[config.mk]
export PLATFORM = sky130hd
export DESIGN_NAME = sensor_frame_crc_checker_unit
export DESIGN_NICKNAME = d
export VERILOG_FILES = /design/src/sfcc_pkg.sv /design/src/sfcc_crc_step.sv /design/src/sfcc_frame_state.sv /design/src/sensor_frame_crc_checker_unit.sv
export SDC_FILE = /design/constraint.sdc
export NUM_CORES = 1
export LEC_CHECK = 0
export BUFFER_PORTS_ARGS = -buffer_cell sky130_fd_sc_hd__buf_2
export CAP_MARGIN = 20
export CORE_MARGIN = 5
export CORE_UTILIZATION = 50
export DETAILED_ROUTE_END_ITERATION = 16
export PLACE_DENSITY = 0.73
export SYNTH_ARGS = -nofsm -noshare
export SYNTH_HDL_FRONTEND = slang
export SYNTH_SLANG_ARGS = --single-unit
[constraint.sdc]
create_clock -name clock -period 6.55 [get_ports clock]
set_clock_uncertainty 0.15 [all_clocks]
set_input_delay 0.655 -clock clock [delete_from_list [all_inputs] [get_ports clock]]
set_output_delay 0.655 -clock clock [all_outputs]
set_load 0.02 [all_outputs]
[src/sfcc_pkg.sv]
// Shared constants and types for the sensor frame CRC checker.
package sfcc_pkg;

   localparam int BYTE_W   = 8;
   localparam int CRC_W    = 16;
   localparam int WORD_W   = 16;
   localparam int STATUS_W = 2;
   localparam int POS_W    = 8;
   localparam int RSP_W    = 56;

   localparam logic [CRC_W-1:0] CRC_START = 16'hFFFF;
   localparam logic [CRC_W-1:0] CRC_POLY  = 16'hA001;
   localparam logic [POS_W-1:0] POS_MAX   = 8'd255;

   localparam logic [POS_W-1:0] POS_HUM_HI  = 8'd2;
   localparam logic [POS_W-1:0] POS_HUM_LO  = 8'd3;
   localparam logic [POS_W-1:0] POS_TEMP_HI = 8'd4;
   localparam logic [POS_W-1:0] POS_TEMP_LO = 8'd5;
   localparam logic [POS_W-1:0] POS_CRC_MIN = 8'd2;

   localparam logic [STATUS_W-1:0] STATUS_OK       = 2'd0;
   localparam logic [STATUS_W-1:0] STATUS_CRC_ERR  = 2'd1;
   localparam logic [STATUS_W-1:0] STATUS_NO_SENSE = 2'd2;

   typedef struct packed {
      logic [STATUS_W-1:0] status;
      logic [WORD_W-1:0]   humidity_tenths;
      logic [WORD_W-1:0]   temperature_tenths;
      logic [CRC_W-1:0]    computed_crc;
   } frame_result_type;

endpackage

[src/sfcc_crc_step.sv]
// One byte of the reflected CRC-16 update, eight bit steps unrolled.
module sfcc_crc_step (
   input  logic [sfcc_pkg::CRC_W-1:0]  crc_in,
   input  logic [sfcc_pkg::BYTE_W-1:0] data_in,
   output logic [sfcc_pkg::CRC_W-1:0]  crc_out
);

   always_comb begin
      logic [sfcc_pkg::CRC_W-1:0] acc;
      acc = crc_in ^ {{(sfcc_pkg::CRC_W - sfcc_pkg::BYTE_W){1'b0}}, data_in};
      for (int k = 0; k < sfcc_pkg::BYTE_W; k++) begin
         if (acc[0]) begin
            acc = (acc >> 1) ^ sfcc_pkg::CRC_POLY;
         end else begin
            acc = acc >> 1;
         end
      end
      crc_out = acc;
   end

endmodule

[src/sfcc_frame_state.sv]
// Per-frame state: CRC accumulator, two-byte delay, position, captures, fault flag.
module sfcc_frame_state (
   input  logic                           clock,
   input  logic                           reset,
   input  logic                           step,
   input  logic [sfcc_pkg::BYTE_W-1:0]    data_byte,
   input  logic                           last_byte,
   input  logic                           bus_fault,
   output sfcc_pkg::frame_result_type     result
);

   logic [sfcc_pkg::CRC_W-1:0]  crc_ff, crc_in;
   logic [sfcc_pkg::BYTE_W-1:0] held0_ff, held0_in;
   logic [sfcc_pkg::BYTE_W-1:0] held1_ff, held1_in;
   logic [sfcc_pkg::POS_W-1:0]  pos_ff, pos_in;
   logic [sfcc_pkg::WORD_W-1:0] hum_ff, hum_in;
   logic [sfcc_pkg::WORD_W-1:0] temp_ff, temp_in;
   logic                        fault_ff, fault_in;

   logic [sfcc_pkg::CRC_W-1:0]  crc_fed;
   logic [sfcc_pkg::CRC_W-1:0]  crc_next;
   logic [sfcc_pkg::WORD_W-1:0] hum_next, temp_next;
   logic                        fault_next;
   logic                        crc_match;

   sfcc_crc_step u_crc_step (
      .crc_in  (crc_ff),
      .data_in (held0_ff),
      .crc_out (crc_fed)
   );

   always_comb begin
      // the oldest held byte is clear of the trailer pair only once two bytes follow it
      crc_next   = (pos_ff >= sfcc_pkg::POS_CRC_MIN) ? crc_fed : crc_ff;
      fault_next = fault_ff | bus_fault;
      hum_next   = hum_ff;
      temp_next  = temp_ff;
      case (pos_ff)
         sfcc_pkg::POS_HUM_HI:  hum_next  = {data_byte, hum_ff[7:0]};
         sfcc_pkg::POS_HUM_LO:  hum_next  = {hum_ff[15:8], data_byte};
         sfcc_pkg::POS_TEMP_HI: temp_next = {data_byte, temp_ff[7:0]};
         sfcc_pkg::POS_TEMP_LO: temp_next = {temp_ff[15:8], data_byte};
         default: ;
      endcase

      crc_match = (held1_ff == crc_next[7:0]) && (data_byte == crc_next[15:8]);

      if (fault_next) begin
         result.status = sfcc_pkg::STATUS_NO_SENSE;
      end else if (pos_ff < sfcc_pkg::POS_CRC_MIN) begin
         result.status = sfcc_pkg::STATUS_CRC_ERR;
      end else if (crc_match) begin
         result.status = sfcc_pkg::STATUS_OK;
      end else begin
         result.status = sfcc_pkg::STATUS_CRC_ERR;
      end
      result.humidity_tenths    = hum_next;
      result.temperature_tenths = temp_next;
      result.computed_crc       = crc_next;

      crc_in   = crc_ff;
      held0_in = held0_ff;
      held1_in = held1_ff;
      pos_in   = pos_ff;
      hum_in   = hum_ff;
      temp_in  = temp_ff;
      fault_in = fault_ff;
      if (step) begin
         if (last_byte) begin
            // frame done: return to the idle values
            crc_in   = sfcc_pkg::CRC_START;
            held0_in = '0;
            held1_in = '0;
            pos_in   = '0;
            hum_in   = '0;
            temp_in  = '0;
            fault_in = 1'b0;
         end else begin
            crc_in   = crc_next;
            held0_in = held1_ff;
            held1_in = data_byte;
            pos_in   = (pos_ff < sfcc_pkg::POS_MAX) ? pos_ff + 1'b1 : pos_ff;
            hum_in   = hum_next;
            temp_in  = temp_next;
            fault_in = fault_next;
         end
      end
   end

   always_ff @(posedge clock) begin
      if (reset) begin
         crc_ff   <= sfcc_pkg::CRC_START;
         held0_ff <= '0;
         held1_ff <= '0;
         pos_ff   <= '0;
         hum_ff   <= '0;
         temp_ff  <= '0;
         fault_ff <= 1'b0;
      end else begin
         crc_ff   <= crc_in;
         held0_ff <= held0_in;
         held1_ff <= held1_in;
         pos_ff   <= pos_in;
         hum_ff   <= hum_in;
         temp_ff  <= temp_in;
         fault_ff <= fault_in;
      end
   end

endmodule

[src/sensor_frame_crc_checker_unit.sv]
// Top level of the sensor frame CRC checker: input register, frame state, result register.
//
// Usage:
//   req_* carries the response frame of the humidity/temperature sensor, one byte
//   per transaction: req_tdata = byte, req_tlast marks the final byte, req_tuser
//   flags a missed bus acknowledge (sticky over the frame).
//   rsp_* carries one transaction per frame, issued for the final byte: status,
//   raw humidity and temperature words (tenths) and the CRC-16 computed over all
//   bytes but the trailing two, which are compared against it low byte first.
// Path: a final byte accepted into the input register moves on into the result register
//   once that register is free, and from there shows on rsp_*.
// Throughput: one byte per cycle unless a final byte waits on a held result; the CRC
//   byte update is eight unrolled bit steps between input and frame state registers.
// Reset: synchronous, active high; empties both registers and returns the frame
//   state to its start (CRC 0xFFFF, position 0, captures 0, no fault).
// Stall: while rsp_tready is low, a pending result holds; non-final bytes keep
//   flowing, and a final byte waits in the input register, which backs up req_*
//   only once that register is occupied.
module sensor_frame_crc_checker_unit (
   input  logic                           clock,
   input  logic                           reset,
   input  logic                           req_tvalid,
   output logic                           req_tready,
   input  logic [sfcc_pkg::BYTE_W-1:0]    req_tdata,   // [7:0] data_byte
   input  logic                           req_tlast,   // last_byte
   input  logic                           req_tuser,   // [0] bus_fault
   output logic                           rsp_tvalid,
   input  logic                           rsp_tready,
   output logic [sfcc_pkg::RSP_W-1:0]     rsp_tdata    // [1:0] status, [17:2] humidity_tenths,
                                                       // [33:18] temperature_tenths,
                                                       // [49:34] computed_crc, [55:50] zero
);

   // input register
   logic                        in_valid_ff, in_valid_in;
   logic [sfcc_pkg::BYTE_W-1:0] in_byte_ff;
   logic                        in_last_ff;
   logic                        in_fault_ff;

   // result register
   logic                        out_valid_ff, out_valid_in;
   sfcc_pkg::frame_result_type  out_result_ff;

   sfcc_pkg::frame_result_type  frame_result;
   logic                        out_free;
   logic                        advance;
   logic                        take;

   // advance the held byte into the frame state; a final byte needs a free result slot
   assign out_free   = !out_valid_ff || rsp_tready;
   assign advance    = in_valid_ff && (!in_last_ff || out_free);
   assign req_tready = !in_valid_ff || advance;
   assign take       = req_tvalid && req_tready;

   sfcc_frame_state u_frame_state (
      .clock     (clock),
      .reset     (reset),
      .step      (advance),
      .data_byte (in_byte_ff),
      .last_byte (in_last_ff),
      .bus_fault (in_fault_ff),
      .result    (frame_result)
   );

   always_comb begin
      in_valid_in = take ? 1'b1 : (advance ? 1'b0 : in_valid_ff);
      if (advance && in_last_ff) begin
         out_valid_in = 1'b1;
      end else if (rsp_tready) begin
         out_valid_in = 1'b0;
      end else begin
         out_valid_in = out_valid_ff;
      end
   end

   always_ff @(posedge clock) begin
      if (reset) begin
         in_valid_ff  <= 1'b0;
         out_valid_ff <= 1'b0;
      end else begin
         in_valid_ff  <= in_valid_in;
         out_valid_ff <= out_valid_in;
      end
   end

   // payload: input fields load on acceptance, the result loads when a final byte advances; hold otherwise
   always_ff @(posedge clock) begin
      if (take) begin
         in_byte_ff  <= req_tdata;
         in_last_ff  <= req_tlast;
         in_fault_ff <= req_tuser;
      end
      if (advance && in_last_ff) begin
         out_result_ff <= frame_result;
      end
   end

   assign rsp_tvalid = out_valid_ff;
   assign rsp_tdata  = {6'b0,
                        out_result_ff.computed_crc,
                        out_result_ff.temperature_tenths,
                        out_result_ff.humidity_tenths,
                        out_result_ff.status};

endmodule

; Yosys cells after proc, flatten, opt, wreduce, memory -nomap -nowiden
; Index checks and enable logic that the tools add are counted.
[word_totals]
register_bits = 135
inputBits = 14
out_inout_bits = 58
word_cells = 75
[classes]
n_addsub = 1
magnitude_cmp = 3
n_eq_ne = 6
n_mux = 25
bitwise = 10
n_reduce_logical = 14
[ops]
columns = cell, n
row1 = $mux 16, 12
row2 = $pmux 16 s2, 2
row3 = $mux 8, 4
row4 = $not 2->3, 8
row5 = $eq 8x2->1 const B, 2
row6 = $eq 8x3->1 const B, 2
row7 = $eq 8x8->1, 2
row8 = $xor 16x8->16, 1
row9 = $add 8x1->8 const B, 1
row10 = $ge 8x2->1 const B, 1
row11 = $lt 8x2->1 const B, 1
row12 = $lt 8x8->1 const B, 1
row13 = $mux 1, 6
row14 = $reduce_bool 2->1, 3
row15 = $logic_and 1x1->1, 4
row16 = $logic_not 1->1, 3
row17 = $logic_or 1x1->1, 3
row18 = $mux 2, 1
row19 = $reduce_and 2->1, 1
row20 = $or 1x1->1, 1

; Logic depth before layout (Yosys ltp)
[depth]
word_depth = 22
mapped_depth = 11
ltp_nobuf = 9

; Hierarchy
; A second synthesis with hierarchy kept.
[unflattened]
hier_cells = 529
hier_area_um2 = 5908.2
[by_module_without_submodules]
columns = mod, n_inst, cells_each, area_each_um2, seq_area_each_um2
row1 = sfcc_frame_state, 1, 421, 3669.8, 1461.4
row2 = sensor_frame_crc_checker_unit, 1, 79, 1954.4, 1841.8
row3 = sfcc_crc_step, 1, 29, 284.0, 0.0

; Worst setup path after synthesis
; No wires, ideal clock.
[synth_path]
path_type = input to register
start = in rsp_tready
end = reg u_frame_state.crc_ff[10] in the netlist's numbering
setup_ns = 0.079
arrival_ns = 3.952
required_time_ns = 6.321
path_slack_ns = 2.369
path_stages = 6
n_path_buf = 1
cell_sequence = nand3b_1 > nand2_1 > nor2_1 > nor2_1 > clkbuf_1 > o211ai_1
[synth_via]
elab_chain_cells = 3
[synth_rtl]
columns = element, line_no
row1 = from (decl), sensor_frame_crc_checker_unit.sv:28  ; input logic rsp_tready,
row2 = $logic_or 1x1->1, sensor_frame_crc_checker_unit.sv:50  ; assign out_free = !out_valid_ff || rsp_tready;
row3 = $logic_or 1x1->1, sensor_frame_crc_checker_unit.sv:51  ; assign advance = in_valid_ff && (!in_last_ff || out_free);
row4 = $logic_and 1x1->1, sensor_frame_crc_checker_unit.sv:51
row5 = to (signal assigned), sfcc_frame_state.sv:92  ; crc_ff <= sfcc_pkg::CRC_START;
row6 = to (signal assigned), sfcc_frame_state.sv:100  ; crc_ff <= crc_in;
row7 = to (decl), sfcc_frame_state.sv:12  ; logic [sfcc_pkg::CRC_W-1:0] crc_ff, crc_in;
; No other way between the ends.
; A chain may end at the register's enable or synchronous reset.

==> results by group <==
Floorplan
  • IO Count: 72
  • Row count: 38
  • Core Footprint: approximately 0.011 mm^2
  • Die height: about 120 um
  • Die width: 116 um
  • Initial core utilization: around 51%
  • DIE AREA: between 0.01 and 0.015 mm^2

GRT
  • Vias in the first global route: slightly below 4000
  • Antenna violations before repair: 0
  • First-pass GRT wire length: just over 20000 um
  • Grt total ovfl: 0
  • Total track usage: about 20%
  • Largest net degree at the start of global routing: 73

Synthesis
  • Post-synth top area cell: edfxtp_1
  • Count of yosys warnings during synthesis: 0
  • Most common cell in the netlist: dfxtp_1
  • Synth top area cells: edfxtp_1 32%, dfxtp_1 27%, a22o_1 5.0%
  • Seq cells post-synth: 135
  • Post-Syn Area: roughly 0.0056 mm^2
  • Share of the synthesized area in the top cell type: 32.1%
  • Ys flop type: dfxtp_1
  • Top cells by count, synth: 75 x dfxtp_1, 62 x nor2_1, 60 x edfxtp_1, 37 x nand2_1, 33 x a22oi_1
  • Netlist cell types: 44
  • Mapped Avg Cell Area: 10.9 um^2
  • Mapped Cells: between 500 and 600
  • EDFF count, synth: 60
  • Sequential fraction of the synthesis area: between 50% and 60%
  • Synth async-reset ratio: 0%

CTS
  • Clk pin slew, worst setup/hold paths: 0.06 ns
  • # hold bufs at CTS: 0
  • CTS max path bufs: 2
  • Postcts setup bufs: 0
  • CTS root buffer: clkbuf_16
  • H-tree lvl count: 4
  • # resized after CTS: 0
  • CTS buffer count: 17
  • CTS tree: yes
  • Clk Latency, worst-skew pair: 0.42 ns
  • Clk sink count: around 140

Timing
  • Slew headroom: 45.7%
  • Final Hold Fails: 0
  • F_max: 0.333 GHz
  • Final Setup Violations: 0
  • Period utilization: about 46%
  • Min Clock Period, post-route: between 3 and 4 ns
  • Fin Setup TNS: 0 ns
  • Worst slew pin tran: 0.814 ns
  • Max-slew violation count: 0
  • Hold Slack: around 0.26 ns
  • Unrepaired setup endpoints after global routing: no

Detailed routing
  • Top Layer Used: met4
  • Routed Wire Length: ~13000 um
  • Initial DRC count: between 300 and 400
  • Met2 wire length: approximately 6200 um
  • Vias per cell: 5.66
  • Sum of routed wire segments on met1: about 5500 um
  • Wire length on met3: 990 um
  • Antenna-violating nets left: 0
  • Drt pass-1 iters: 5
  • Vias: around 4000
  • DRC violations left: 0
  • WL/cell: around 18 um

Cells and area
  • Non-filler cells, final: roughly 720
  • Fin nets: between 500 and 600
  • Area growth syn-to-layout: 18.2%
  • ANT cells: 0
  • Ratio of cells with drive above 1 in the final layout: 19.6%
  • Final instance area: between 0.006 and 0.007 mm^2

Setup path
  • Critical Path Fanout Max: 27
  • CP peak stage delay: between 0.5 and 0.6 ns
  • CP endpoint kind: register
  • CP Buf/Inv Count: 1
  • Data arrival, critical path: about 3 ns
  • Critical path class: register to register
  • Worst reg2reg startpoint: u_frame_state.pos_ff[3]
  • CP startpoint: u_frame_state.pos_ff[3]
  • CP Launch Type: register
  • Delay-heaviest family, CP: simple AND/OR/NAND/NOR gates
  • Req. time, crit path: 6.55 ns
  • Worst path cell trace: or4_1 -> nand2b_1 -> buf_4 -> mux2i_1 -> a222oi_1 -> o221ai_1 -> nor4_1 -> a31oi_1
  • Crit-path slowest cell: or4_1

Place
  • # port buffers: between 60 and 70
  • Gpl congestion: 0.877
  • Final HPWL DP: roughly 8000 um
  • Dpl cells: 685
  • Placement Cell Area: about 0.0060 mm^2

Pwr
  • Leakage: ~2.4 nW
  • Power, Total: 2.07 mW
  • Power Dens Cells: ~310 mW/mm^2
  • Max IR drop VDD: about 0.00015 V

Hold path
  • HP Class: primary input to register
  • Hold path startpoint: req_tdata[6]

Outcome
  • Outcome: finished, final reports clean

Job
  • Max Cap Viol: 0
[placed cells by master (no fill, tap or decap), types with 3 or more instances in the layout]
cell	instances
dfxtp_1	75
buf_2	65
nor2_1	60
edfxtp_1	60
nand2_1	36
a22oi_1	33
a22o_1	32
a21oi_1	25
nand3_1	24
xnor2_1	21
inv_1	17
clkbuf_16	17
xor2_1	12
mux2i_1	10
o211ai_1	8
conb_1	6
buf_4	6
and2_1	5
nand2b_1	5
nor3_1	4
ha_1	4
bufinv_16	4
nand4_1	3
o21ai_1	3
inv_6	3
clkinv_4	3
clkinv_2	3
[sequential cells by signal, indices dropped and copies added, names as in the netlist]
| register | flops |
|---|---|
| rsp_tdata | 50 |
| u_frame_state.held1_ff | 8 |
| u_frame_state.fault_ff | 1 |
| u_frame_state.pos_ff | 8 |
| in_fault_ff | 1 |
| u_frame_state.held0_ff | 8 |
| in_byte_ff | 8 |
| u_frame_state.temp_ff | 16 |
| u_frame_state.hum_ff | 16 |
| rsp_tvalid | 1 |
| in_last_ff | 1 |
| u_frame_state.crc_ff | 16 |
| in_valid_ff | 1 |
[cell families (layout without fill, tap and decap cells)]
| kind of cell | count (synthesis) | count (layout) | synth area share, % |
|---|---|---|---|
| compound gates | 112 | 112 | 14.7 |
| xor+xnor | 37 | 37 | 6.69 |
| fa+ha+maj | 4 | 4 | 0.892 |
| buf+inv | 61 | 121 | 4.64 |
| flops | 135 | 135 | 58.9 |
| mux | 12 | 12 | 2.19 |
| other cells | 1 | 6 | 0.0669 |
| simple gates | 151 | 151 | 11.9 |
[final timing paths]
check | end | slack, ns | cells past startpoint
setup / recovery | rsp_tdata[0] | 3.55 | 8
hold reg to reg | u_frame_state.fault_ff | 0.32 | 2
setup reg to reg | rsp_tdata[0] | 3.55 | 8
hold / removal | in_byte_ff[6] | 0.26 | 1
[metrics by stage]
step / utilization [%] / setup slack, ns
2_1_floorplan: - / 2.37
3_3_place_gp: 54.7 / 3.66
3_5_place_dp: 54.7 / 3.61
4_1_cts: 60.5 / 3.61
5_1_grt: 60.6 / 3.35
6_report: 60.6 / 3.55
[power by group]
part | internal [mW] | switching [mW] | leakage, nW | total [mW]
clock | 0.650 | 0.364 | 0.311 | 1.01
sequential | 0.899 | 0.0213 | 1.14 | 0.921
combinational | 0.0509 | 0.0869 | 0.999 | 0.138
[metal layers]
metal | GRT usage [%] | vias up
li1 | - | 1926
met1 | 26.4 | 1940
met2 | 31.5 | 179
met3 | 4.60 | 21
met4 | 7.66 | 0
met5 | 0 | -
[layout make-up]
class	count	area [um^2]
Fill cell	896	4310
Sequential cell	135	3300
Multi-Input combinational cell	322	2080
Clock buffer	18	439
Timing Repair Buffer	71	370
Clock inverter	14	195
Tap cell	140	175
Inverter	18	67.6
Note: power is estimated with default switching activity, not from simulation.
